### src/mmbc_pkg.sv
// Package for the multi-mode byte checksum: codes, types and CRC byte-update functions.
package mmbc_pkg;

    localparam int MODE_W      = 3;
    localparam int HOLE_W      = 27;
    localparam int CFG_INDEX_W = 2;
    localparam int CFG_DATA_W  = 27;
    localparam int SUM_W       = 32;

    localparam logic [31:0] CRC32_POLY_REFL = 32'hEDB8_8320;
    localparam logic [15:0] CRC16_POLY      = 16'h1021;
    localparam logic [31:0] CRC32_INIT      = 32'hFFFF_FFFF;
    localparam logic [15:0] CRC16_INIT      = 16'hFFFF;
    localparam logic [16:0] ADLER_MOD       = 17'd65521;

    // Checksum selection codes
    typedef enum logic [MODE_W-1:0] {
        MODE_CRC32  = 3'd0,
        MODE_CRC16  = 3'd1,
        MODE_ADLER  = 3'd2,
        MODE_SUM8   = 3'd3,
        MODE_SUM16  = 3'd4,
        MODE_SUM32  = 3'd5
    } mode_e;

    // Configuration register indexes
    typedef enum logic [CFG_INDEX_W-1:0] {
        CFG_MODE        = 2'd0,
        CFG_HOLE_START  = 2'd1,
        CFG_HOLE_LENGTH = 2'd2
    } cfg_index_e;

    typedef struct packed {
        logic [MODE_W-1:0] mode;
        logic [HOLE_W-1:0] hole_start;
        logic [HOLE_W-1:0] hole_length;
    } cfg_t;

    typedef struct packed {
        logic [7:0] data_byte;
        logic       last_byte;
    } item_t;

    // Reflected CRC-32, one byte, LSB first
    function automatic logic [31:0] crc32_byte(input logic [31:0] c, input logic [7:0] v);
        logic [31:0] r;
        r = c ^ {24'd0, v};
        for (int k = 0; k < 8; k++) begin
            r = r[0] ? ((r >> 1) ^ CRC32_POLY_REFL) : (r >> 1);
        end
        return r;
    endfunction

    // CRC-16/CCITT-FALSE, one byte, MSB first
    function automatic logic [15:0] crc16_byte(input logic [15:0] c, input logic [7:0] v);
        logic [15:0] r;
        r = c ^ {v, 8'd0};
        for (int k = 0; k < 8; k++) begin
            r = r[15] ? ((r << 1) ^ CRC16_POLY) : (r << 1);
        end
        return r;
    endfunction

endpackage

### src/mmbc_if.sv
// Stream interfaces for the byte input and the checksum output.
interface mmbc_byte_if;
    logic       valid;
    logic       ready;
    logic [7:0] data_byte;
    logic       last_byte;

    modport source (output valid, output data_byte, output last_byte, input ready);
    modport sink   (input valid, input data_byte, input last_byte, output ready);
endinterface

interface mmbc_sum_if;
    logic        valid;
    logic        ready;
    logic [31:0] checksum;

    modport source (output valid, output checksum, input ready);
    modport sink   (input valid, input checksum, output ready);
endinterface

### src/multi_mode_byte_checksum_top.sv
// Multi-mode byte checksum: one byte per cycle; CRC-32 (with optional zeroed hole),
// CRC-16/CCITT-FALSE, Adler-32 or an 8/16/32-bit byte sum, emitted on the last byte.
// Throughput is one byte per clock unless a last byte is held; each byte passes an
// input register and the combinational accumulator update, and a checksum is loaded
// into the output register as its last byte leaves the input register. A last byte
// waits there, and holds off new bytes, while an earlier checksum is still unaccepted
// on the output. A new range starts on the byte right after a last byte. The user
// writes configuration (mode, hole start, hole length) through cfg_we/cfg_index/
// cfg_wdata only while no range is in flight; the block does not enforce this.
module multi_mode_byte_checksum_top
    import mmbc_pkg::*;
#(
    parameter longint unsigned MAX_RANGE_BYTES = 64'd67108864
)
(
    input  logic                   clk,
    input  logic                   rst_n,
    input  logic                   cfg_we,
    input  logic [CFG_INDEX_W-1:0] cfg_index,
    input  logic [CFG_DATA_W-1:0]  cfg_wdata,
    mmbc_byte_if.sink              byte_in,
    mmbc_sum_if.source             sum_out
);

    cfg_t              cfg_reg;
    item_t             in_item_reg;
    logic              in_valid_reg;
    logic              out_valid_reg;
    logic [SUM_W-1:0]  out_sum_reg;
    logic [SUM_W-1:0]  checksum_next;
    logic              out_free;
    logic              advance;

    // Handshake: process the held byte unless it must emit into a full output slot
    assign out_free      = !out_valid_reg || sum_out.ready;
    assign advance       = in_valid_reg && (!in_item_reg.last_byte || out_free);
    assign byte_in.ready = !in_valid_reg || advance;

    assign sum_out.valid    = out_valid_reg;
    assign sum_out.checksum = out_sum_reg;

    // Configuration registers
    always_ff @(posedge clk or negedge rst_n)
    begin
        if (!rst_n)
        begin
            cfg_reg <= '0;
        end
        else if (cfg_we)
        begin
            case (cfg_index)
                CFG_MODE:        cfg_reg.mode        <= cfg_wdata[MODE_W-1:0];
                CFG_HOLE_START:  cfg_reg.hole_start  <= cfg_wdata[HOLE_W-1:0];
                CFG_HOLE_LENGTH: cfg_reg.hole_length <= cfg_wdata[HOLE_W-1:0];
                default:         cfg_reg             <= cfg_reg;
            endcase
        end
    end

    // Input register
    always_ff @(posedge clk or negedge rst_n)
    begin
        if (!rst_n)
        begin
            in_valid_reg <= 1'b0;
        end
        else if (byte_in.ready)
        begin
            in_valid_reg <= byte_in.valid;
        end
    end

    always_ff @(posedge clk)
    begin
        if (byte_in.valid && byte_in.ready)
        begin
            in_item_reg.data_byte <= byte_in.data_byte;
            in_item_reg.last_byte <= byte_in.last_byte;
        end
    end

    mmbc_engine #(
        .MAX_RANGE_BYTES (MAX_RANGE_BYTES)
    ) u_engine (
        .clk      (clk),
        .rst_n    (rst_n),
        .step     (advance),
        .item     (in_item_reg),
        .cfg      (cfg_reg),
        .checksum (checksum_next)
    );

    // Output register
    always_ff @(posedge clk or negedge rst_n)
    begin
        if (!rst_n)
        begin
            out_valid_reg <= 1'b0;
        end
        else if (advance && in_item_reg.last_byte)
        begin
            out_valid_reg <= 1'b1;
        end
        else if (sum_out.ready)
        begin
            out_valid_reg <= 1'b0;
        end
    end

    always_ff @(posedge clk)
    begin
        if (advance && in_item_reg.last_byte)
        begin
            out_sum_reg <= checksum_next;
        end
    end

endmodule

### src/mmbc_engine.sv
// Checksum accumulators: one byte update per step, result selected by mode.
module mmbc_engine
    import mmbc_pkg::*;
#(
    parameter longint unsigned MAX_RANGE_BYTES = 64'd67108864
)
(
    input  logic              clk,
    input  logic              rst_n,
    input  logic              step,
    input  item_t             item,
    input  cfg_t              cfg,
    output logic [SUM_W-1:0]  checksum
);

    localparam int OFS_W = $clog2(MAX_RANGE_BYTES + 64'd1);
    localparam int CMP_W = ((OFS_W > HOLE_W) ? OFS_W : HOLE_W) + 1;
    localparam logic [OFS_W-1:0] OFS_MAX = OFS_W'(MAX_RANGE_BYTES);

    logic [31:0]      crc32_reg, crc32_next;
    logic [15:0]      crc16_reg, crc16_next;
    logic [15:0]      adler_low_reg, adler_low_next;
    logic [15:0]      adler_high_reg, adler_high_next;
    logic [31:0]      byte_total_reg, byte_total_next;
    logic [OFS_W-1:0] byte_offset_reg, byte_offset_next;

    logic [CMP_W-1:0] ofs_ext, start_ext, len_ext, rel;
    logic             in_hole;
    logic [7:0]       crc_in;
    logic [16:0]      low_sum, high_sum;

    // Hole test on the current offset; end computed without wrap
    always_comb
    begin
        ofs_ext   = CMP_W'(byte_offset_reg);
        start_ext = CMP_W'(cfg.hole_start);
        len_ext   = CMP_W'(cfg.hole_length);
        rel       = ofs_ext - start_ext;
        in_hole   = (cfg.hole_length != '0) && (ofs_ext >= start_ext) && (rel < len_ext);
        crc_in    = in_hole ? 8'd0 : item.data_byte;
    end

    // Next accumulator values
    always_comb
    begin
        crc32_next      = crc32_byte(crc32_reg, crc_in);
        crc16_next      = crc16_byte(crc16_reg, item.data_byte);
        low_sum         = {1'b0, adler_low_reg} + {9'd0, item.data_byte};
        if (low_sum >= ADLER_MOD)
        begin
            low_sum = low_sum - ADLER_MOD;
        end
        adler_low_next  = low_sum[15:0];
        high_sum        = {1'b0, adler_high_reg} + {1'b0, adler_low_next};
        if (high_sum >= ADLER_MOD)
        begin
            high_sum = high_sum - ADLER_MOD;
        end
        adler_high_next = high_sum[15:0];
        byte_total_next = byte_total_reg + {24'd0, item.data_byte};
        byte_offset_next = (byte_offset_reg < OFS_MAX) ? byte_offset_reg + OFS_W'(1)
                                                       : byte_offset_reg;
    end

    // Result select from the updated accumulators
    always_comb
    begin
        case (cfg.mode)
            MODE_CRC32: checksum = ~crc32_next;
            MODE_CRC16: checksum = {16'd0, crc16_next};
            MODE_ADLER: checksum = {adler_high_next, adler_low_next};
            MODE_SUM8:  checksum = {24'd0, byte_total_next[7:0]};
            MODE_SUM16: checksum = {16'd0, byte_total_next[15:0]};
            MODE_SUM32: checksum = byte_total_next;
            default:    checksum = '0;
        endcase
    end

    // Accumulator state; re-init after the last byte of a range
    always_ff @(posedge clk or negedge rst_n)
    begin
        if (!rst_n)
        begin
            crc32_reg       <= CRC32_INIT;
            crc16_reg       <= CRC16_INIT;
            adler_low_reg   <= 16'd1;
            adler_high_reg  <= 16'd0;
            byte_total_reg  <= '0;
            byte_offset_reg <= '0;
        end
        else if (step)
        begin
            if (item.last_byte)
            begin
                crc32_reg       <= CRC32_INIT;
                crc16_reg       <= CRC16_INIT;
                adler_low_reg   <= 16'd1;
                adler_high_reg  <= 16'd0;
                byte_total_reg  <= '0;
                byte_offset_reg <= '0;
            end
            else
            begin
                crc32_reg       <= crc32_next;
                crc16_reg       <= crc16_next;
                adler_low_reg   <= adler_low_next;
                adler_high_reg  <= adler_high_next;
                byte_total_reg  <= byte_total_next;
                byte_offset_reg <= byte_offset_next;
            end
        end
    end

endmodule

### src/flat_wrapper.sv
// flat-port wrapper written by rule: the top's interface ports become plain ports
module multi_mode_byte_checksum_top_flat import mmbc_pkg::*;
#(
    parameter longint unsigned MAX_RANGE_BYTES = 64'd67108864
)
  (clk, rst_n, cfg_we, cfg_index, cfg_wdata, byte_in_valid, byte_in_data_byte, byte_in_last_byte, byte_in_ready, sum_out_valid, sum_out_checksum, sum_out_ready);
  mmbc_byte_if byte_in_i ();
  mmbc_sum_if sum_out_i ();
  input  logic clk;
  input  logic rst_n;
  input  logic cfg_we;
  input  logic [CFG_INDEX_W-1:0] cfg_index;
  input  logic [CFG_DATA_W-1:0] cfg_wdata;
  input wire logic [$bits(byte_in_i.valid)-1:0] byte_in_valid;
  input wire logic [$bits(byte_in_i.data_byte)-1:0] byte_in_data_byte;
  input wire logic [$bits(byte_in_i.last_byte)-1:0] byte_in_last_byte;
  output wire logic [$bits(byte_in_i.ready)-1:0] byte_in_ready;
  output wire logic [$bits(sum_out_i.valid)-1:0] sum_out_valid;
  output wire logic [$bits(sum_out_i.checksum)-1:0] sum_out_checksum;
  input wire logic [$bits(sum_out_i.ready)-1:0] sum_out_ready;
  assign byte_in_i.valid = byte_in_valid;
  assign byte_in_i.data_byte = byte_in_data_byte;
  assign byte_in_i.last_byte = byte_in_last_byte;
  assign byte_in_ready = byte_in_i.ready;
  assign sum_out_valid = sum_out_i.valid;
  assign sum_out_checksum = sum_out_i.checksum;
  assign sum_out_i.ready = sum_out_ready;
  multi_mode_byte_checksum_top #(.MAX_RANGE_BYTES(MAX_RANGE_BYTES)) u_core (.clk(clk), .rst_n(rst_n), .cfg_we(cfg_we), .cfg_index(cfg_index), .cfg_wdata(cfg_wdata), .byte_in(byte_in_i), .sum_out(sum_out_i));
endmodule
### config.mk
export PLATFORM = sky130hd
export DESIGN_NAME = multi_mode_byte_checksum_top_flat
export DESIGN_NICKNAME = d
export VERILOG_FILES = /design/src/mmbc_pkg.sv /design/src/mmbc_if.sv /design/src/multi_mode_byte_checksum_top.sv /design/src/mmbc_engine.sv /design/src/flat_wrapper.sv
export SDC_FILE = /design/constraint.sdc
export NUM_CORES = 1
export LEC_CHECK = 0
export ABC_AREA = 1
export BUFFER_PORTS_ARGS = -buffer_cell sky130_fd_sc_hd__buf_2
export CAP_MARGIN = 20
export CORE_MARGIN = 2
export CORE_UTILIZATION = 57
export DETAILED_ROUTE_END_ITERATION = 10
export MAX_ROUTING_LAYER = met4
export PLACE_DENSITY_LB_ADDON = 0.25
export SLEW_MARGIN = 20
export SYNTH_ARGS = -nofsm -noshare
export SYNTH_HDL_FRONTEND = slang
export SYNTH_SLANG_ARGS = --single-unit
### constraint.sdc
create_clock -name clk -period 5.6 [get_ports clk]
set_input_delay 0.56 -clock clk [delete_from_list [all_inputs] [get_ports clk]]
set_output_delay 0.56 -clock clk [all_outputs]
set_load 0.02 [all_outputs]
======== After elaboration in Yosys (flattened, before gate mapping) ========
Index checks and enable logic that the tools add are counted.
storage, ports and cells
  register bits after elaboration ......... 239
  bits of input ports ..................... 43
  output and inout bits ................... 34
cells by class
  $add $sub $neg .......................... 7
  $lt $le $gt $ge ......................... 5
  equal/unequal tests ..................... 7
  mux-type cells .......................... 29
  bitwise operators ....................... 19
  reduce and logical (&&, ||, !) cells .... 20
operators with widths
  cell                    count
  $mux 32                 10
  $pmux 32 s6             1
  $not 13->14             8
  $mux 13                 8
  $mux 16                 5
  $mux 27                 2
  $ge 17x16->1 const B    2
  $add 32x8->32           1
  $not 32->32             1
  $sub 16x16->16 const B  2
  $xor 32x8->32           1
  $lt 28x27->1            1
  $sub 27x27->28          1
  $add 27x1->27 const B   1
  $ge 27x27->1            1
  $lt 27x27->1 const B    1
  $reduce_bool 27->1      1
  $not 3->3               8
  $add 16x16->17          1
  $add 16x8->17           1
  $xor 16x16->16          1
  $mux 8                  1
  $reduce_and 2->1        4
  $eq 3x2->1 const B      2
  11 further kinds        22

======== Longest topological paths before layout ========
  depth in word-level cells ............... 23
  depth in mapped cells ................... 42
  mapped depth without buffers ............ 41

======== Cells and area by module ========
Synthesis repeated with hierarchy kept, for this count alone.
second synthesis, totals
  cell total of the unflattened synthesis .. 2161
  area, all modules ....................... 16539.6 um^2
by module, submodules not included
  module                        times used  cells each  area an instance (um^2)  sequential area each (um^2)
  mmbc_engine                   1           1849        12773.5                  3539.6
  multi_mode_byte_checksum_top  1           312         3766.1                   2707.6

======== Worst setup path before layout ========
OpenSTA, ideal clock, no wires.
  kind .................................... register to register
  from .................................... register u_core.u_engine.adler_low_reg[0]
  to ...................................... register u_core.out_sum_reg[20], in the netlist u_core.sum_out.checksum[20] (data pin)
  data arrival time ....................... 5205 ps
  setup slack ............................. 142 ps
  cell stages (with the launch flop) ...... 41
  path buffers ............................ 2
  clock period less this slack ............ 5458 ps
  cells stage by stage .................... dfstp_2 -> ha_1 -> inv_1 -> fa_1 -> or2_2 -> nand2_1 -> nor2_1 -> nand2_1 -> inv_1 -> a21oi_1 -> inv_1 -> nor2_1 -> nand3_1 -> inv_1 -> nand3_1 -> nor2_1 -> o21ai_1 -> nand2_1 -> [5 not listed] -> nand2_1 -> a21oi_1 -> o21bai_2 -> xor2_1 -> nand2_1 -> nor3_2 -> nand2_1 -> nor2_2 -> nand3_1 -> o21ai_2 -> nand2_4 -> nand2_2 -> buf_6 -> nand2_1 -> nand3_1 -> o21ai_0 -> inv_1 -> nand2_1
between the ends
  longest elaborated chain between the ends .. 7
ends and longest elaborated chain
  element                                                line                                  text
  from (decl)                                            mmbc_engine.sv:22                     logic [15:0] adler_low_reg, adler_low_next;
  from (signal assigned)                                 mmbc_engine.sv:106                    adler_low_reg <= adler_low_next;
  $add 16x8->17 (*)                                      mmbc_engine.sv:48                     low_sum = {1'b0, adler_low_reg} + {9'd0, item.data_byte};
  $sub 16x16->16 / $ge 17x16->1 (equally long branches)  mmbc_engine.sv:51, mmbc_engine.sv:49
  $mux 16 (*)                                            mmbc_engine.sv:49                     if (low_sum >= ADLER_MOD)
  $add 16x16->17 (*)                                     mmbc_engine.sv:54                     high_sum = {1'b0, adler_high_reg} + {1'b0, adler_low_next};
  $sub 16x16->16 / $ge 17x16->1 (equally long branches)  mmbc_engine.sv:57, mmbc_engine.sv:55
  $mux 16 (*)                                            mmbc_engine.sv:55                     if (high_sum >= ADLER_MOD)
  $pmux 32 s6 (*)                                        mmbc_engine.sv:68                     case (cfg.mode)
  net u_core.checksum_next[20]                           multi_mode_byte_checksum_top.sv:30    logic [SUM_W-1:0] checksum_next;
  to (signal assigned)                                   multi_mode_byte_checksum_top.sv:114   out_sum_reg <= checksum_next;
  to (decl)                                              multi_mode_byte_checksum_top.sv:29    logic [SUM_W-1:0] out_sum_reg;
The timed path passes the listed nets; every way through them passes the cells marked *.
A chain may end at the register's enable or synchronous reset.

======== Worst setup path after layout ========
  from .................................... register u_core.u_engine.adler_low_reg[0]
  to ...................................... register u_core.out_sum_reg[24], in the netlist u_core.sum_out.checksum[24] (data pin)
The elaborated chain is that of the path after synthesis.

==> out/results.ini <==
[worst_setup_path]
cp_slowest_cell = dfstp_2
critPathKind = flop to flop
path_max_fanout = 8
cp.required_ns = 5.88
cpMostUsedCell = nand2_2
max_stage_delay_ns = 0.55
cp.arrival_ns = 5.85
crit_path_start_kind = flop
setup.worst_path.end_class = flop

[timing]
fmax_mhz = 179.8
rsz0062_at_grt = true
finalCritPeriodShare_pct = 99.31
setup_viol = 0
max_slew_margin_pct = 30.01
holdWs_ns = 0.1176
worst_slew_pin_slew_ns = 1.048
skew_ns = 0.01974
finalWorstSetupSlack_ns = 0.03888
fin_tns_setup_ns = 0
period_minus_slack_ns = 5.561
final-hold-violation-count = 0
slew_violations = 0

[logic_synthesis]
synth_area_leaders = dfrtp_1, nand2_1, dfstp_2
ys_seq_area_share_pct = 38.01
yosysTopAreaCell = dfrtp_1
synth_ff_type = dfrtp_1
yosys_warnings = 0
avgSynthCellArea_um2 = 7.641
ys_types = 60
synth_nets = 2291
async_reset_ff_share_pct = 82.85
syn_inst = 2151
syn_area_um2 = 16440
synth-edff-count = 41
synth_top_area_share_pct = 22.69
ys_seq_elements = 239

[cells_and_area]
fillCellCount = 2365
drive_gt1_share_pct = 21.79
final_area_um2 = 20000
fin_nets = 2518
largest_register_ffs = 57
n_antenna_cell = 0
fin_util_pct = 70.07
final_cell_mix = nand2_1, inv_1, buf_4, dfrtp_1, nand3_1
synthToLayoutAreaGrowth_pct = 21.70
layout_commonest_cell = nand2_1

[global_routing]
grt_antenna_before_repair = 0
grt_pass1_wl_mm = 75.70
grt_usage_pct = 31.99
overflow = 0
grt_pass1_vias = 14850
grt_max_degree = 112

[routing]
drc = 0
firstDrtPassIters = 6
num_vias = 15220
drtAntennaViolNets = 0
viasPerCell = 5.466
wl_per_cell_um = 17.16
wirelength_mm = 47.76
drt_iter0_drc = 1189

[floorplan]
die_w_um = 173.8
initial_utilization_pct = 57.57
fp-row-count = 62
core_um2 = 28550
die_h_um = 173.8
die-area_um2 = 30210
ios = 77

[clock_tree]
clock_latency_ns = 0.56
clkTransAtPathRegs_ns = 0.06
clkSinkCount = 239
cts_buffer_depth = 3
cts_tree = built
cts-htree-levels = 1
cts_hold_buffers = 0
cts_root_buffer = clkbuf_16
numCtsBuffers = 28

[placed_design]
pre_cts_slack_ns = -0.3197
finalWeightedCongestion = 0.9477
dpl_cell_area_um2 = 18300
post-dp-hpwl_mm = 35.49
io_buffers = 76

[flow_run]
cap_violations = 0

[power]
ir_worst_vdd_mv = 0.4002
p_leak_nw = 9.948
power_density_nw_per_um2 = 507.2

[run_status]
status = finished, final reports clean

[worst_hold_path]
hp-class = primary input to async pin

==> timing repair <==
action / CTS / global route
resized for setup: 14 / 138
gates cloned: 1 / 2
setup buffers: 2 / 11
pin swaps: 9 / 55
endpoints found under the setup margin: 32 / 70
==> synth_stat cells, drive strengths merged (7+ instances only) <==
cell type	n
or2	18
clkbuf	43
inv	328
xor2	121
nor2	110
o21ai	153
nor3	40
xnor2	36
nand4	27
o211ai	11
a21o	7
a21oi	95
nand2	572
ha	93
dfrtp	149
o22ai	28
dfstp	49
edfxtp	41
nand3	167
==> metrics by stage <==
stage | instances | power (mW)
CTS | 2770 | 9.688
global route | 2784 | 10.82
detailed placement | 2715 | 7.741
global placement | 2715 | 7.657
finish | 2784 | 10.15
floorplan | 2151 | 5.720
==> worst paths after layout <==
check | startpoint | to | slack, ns | depth (start not counted)
max | u_core.u_engine.adler_low_reg[0] | u_core.sum_out.checksum[24] | 0.04 | 36
min | rst_n | u_core.u_engine.byte_total_reg[23] | 0.12 | 1
max reg2reg | u_core.u_engine.adler_low_reg[0] | u_core.sum_out.checksum[24] | 0.04 | 36
min reg2reg | u_core.cfg_reg[52] | u_core.cfg_reg[52] | 0.48 | 2
max in group asynchronous | rst_n | u_core.u_engine.crc32_reg[6] | 4.43 | 2
min in group clk | byte_in_data_byte[2] | u_core.in_item_reg[3] | 0.17 | 1
==> cell families after synthesis <==
| kind of cell | count (synthesis) | share of synthesized area (%) |
|---|---|---|
| AOI/OAI and AO/OA | 330 | 11.32 |
| xor gates and xnor gates | 157 | 9.051 |
| adders and majority gates | 97 | 7.567 |
| buffers and inverters | 378 | 8.800 |
| DFF | 239 | 38.01 |
| and+or+nand+nor | 950 | 25.25 |
==> report_power, final <==
group	internal, mW	switching, mW	total [mW]
logic	2.38	3.32	5.70
clock network	1.11	0.775	1.88
registers	2.28	0.280	2.56
total	5.77	4.37	10.1
==> layer usage <==
metal,up-vias,track usage [%],wire length (µm),share of wire (%)
met1,7196,40.37,19540,41
li1,7442,-,-,-
met2,460,54.71,23810,50
met4,0,9.594,1754,3.7
met3,120,3.070,2666,5.6
met5,-,-,0,0
==> layout make-up <==
class / instances / area (µm²) / share of cell area [%]
Multi-Input combinational cell: 1535 / 9349 / 46.74
Timing Repair Buffer: 245 / 1732 / 8.657
Tap cell: 384 / 480.5 / 2.402
Inverter: 329 / 1237 / 6.186
Sequential cell: 239 / 6247 / 31.23
Clock buffer: 36 / 802.0 / 4.010
Clock inverter: 16 / 155.1 / 0.7756
==> critical path: cells and delay by family (launching register included) <==
kind,cells,cell delay (ns)
compound gates,5,0.61
xor+xnor,3,0.58
flops,1,0.55
buf+inv,3,0.24
simple gates,21,2.19
fa+ha+maj,4,1.11
(Power assumes the default switching activity.)
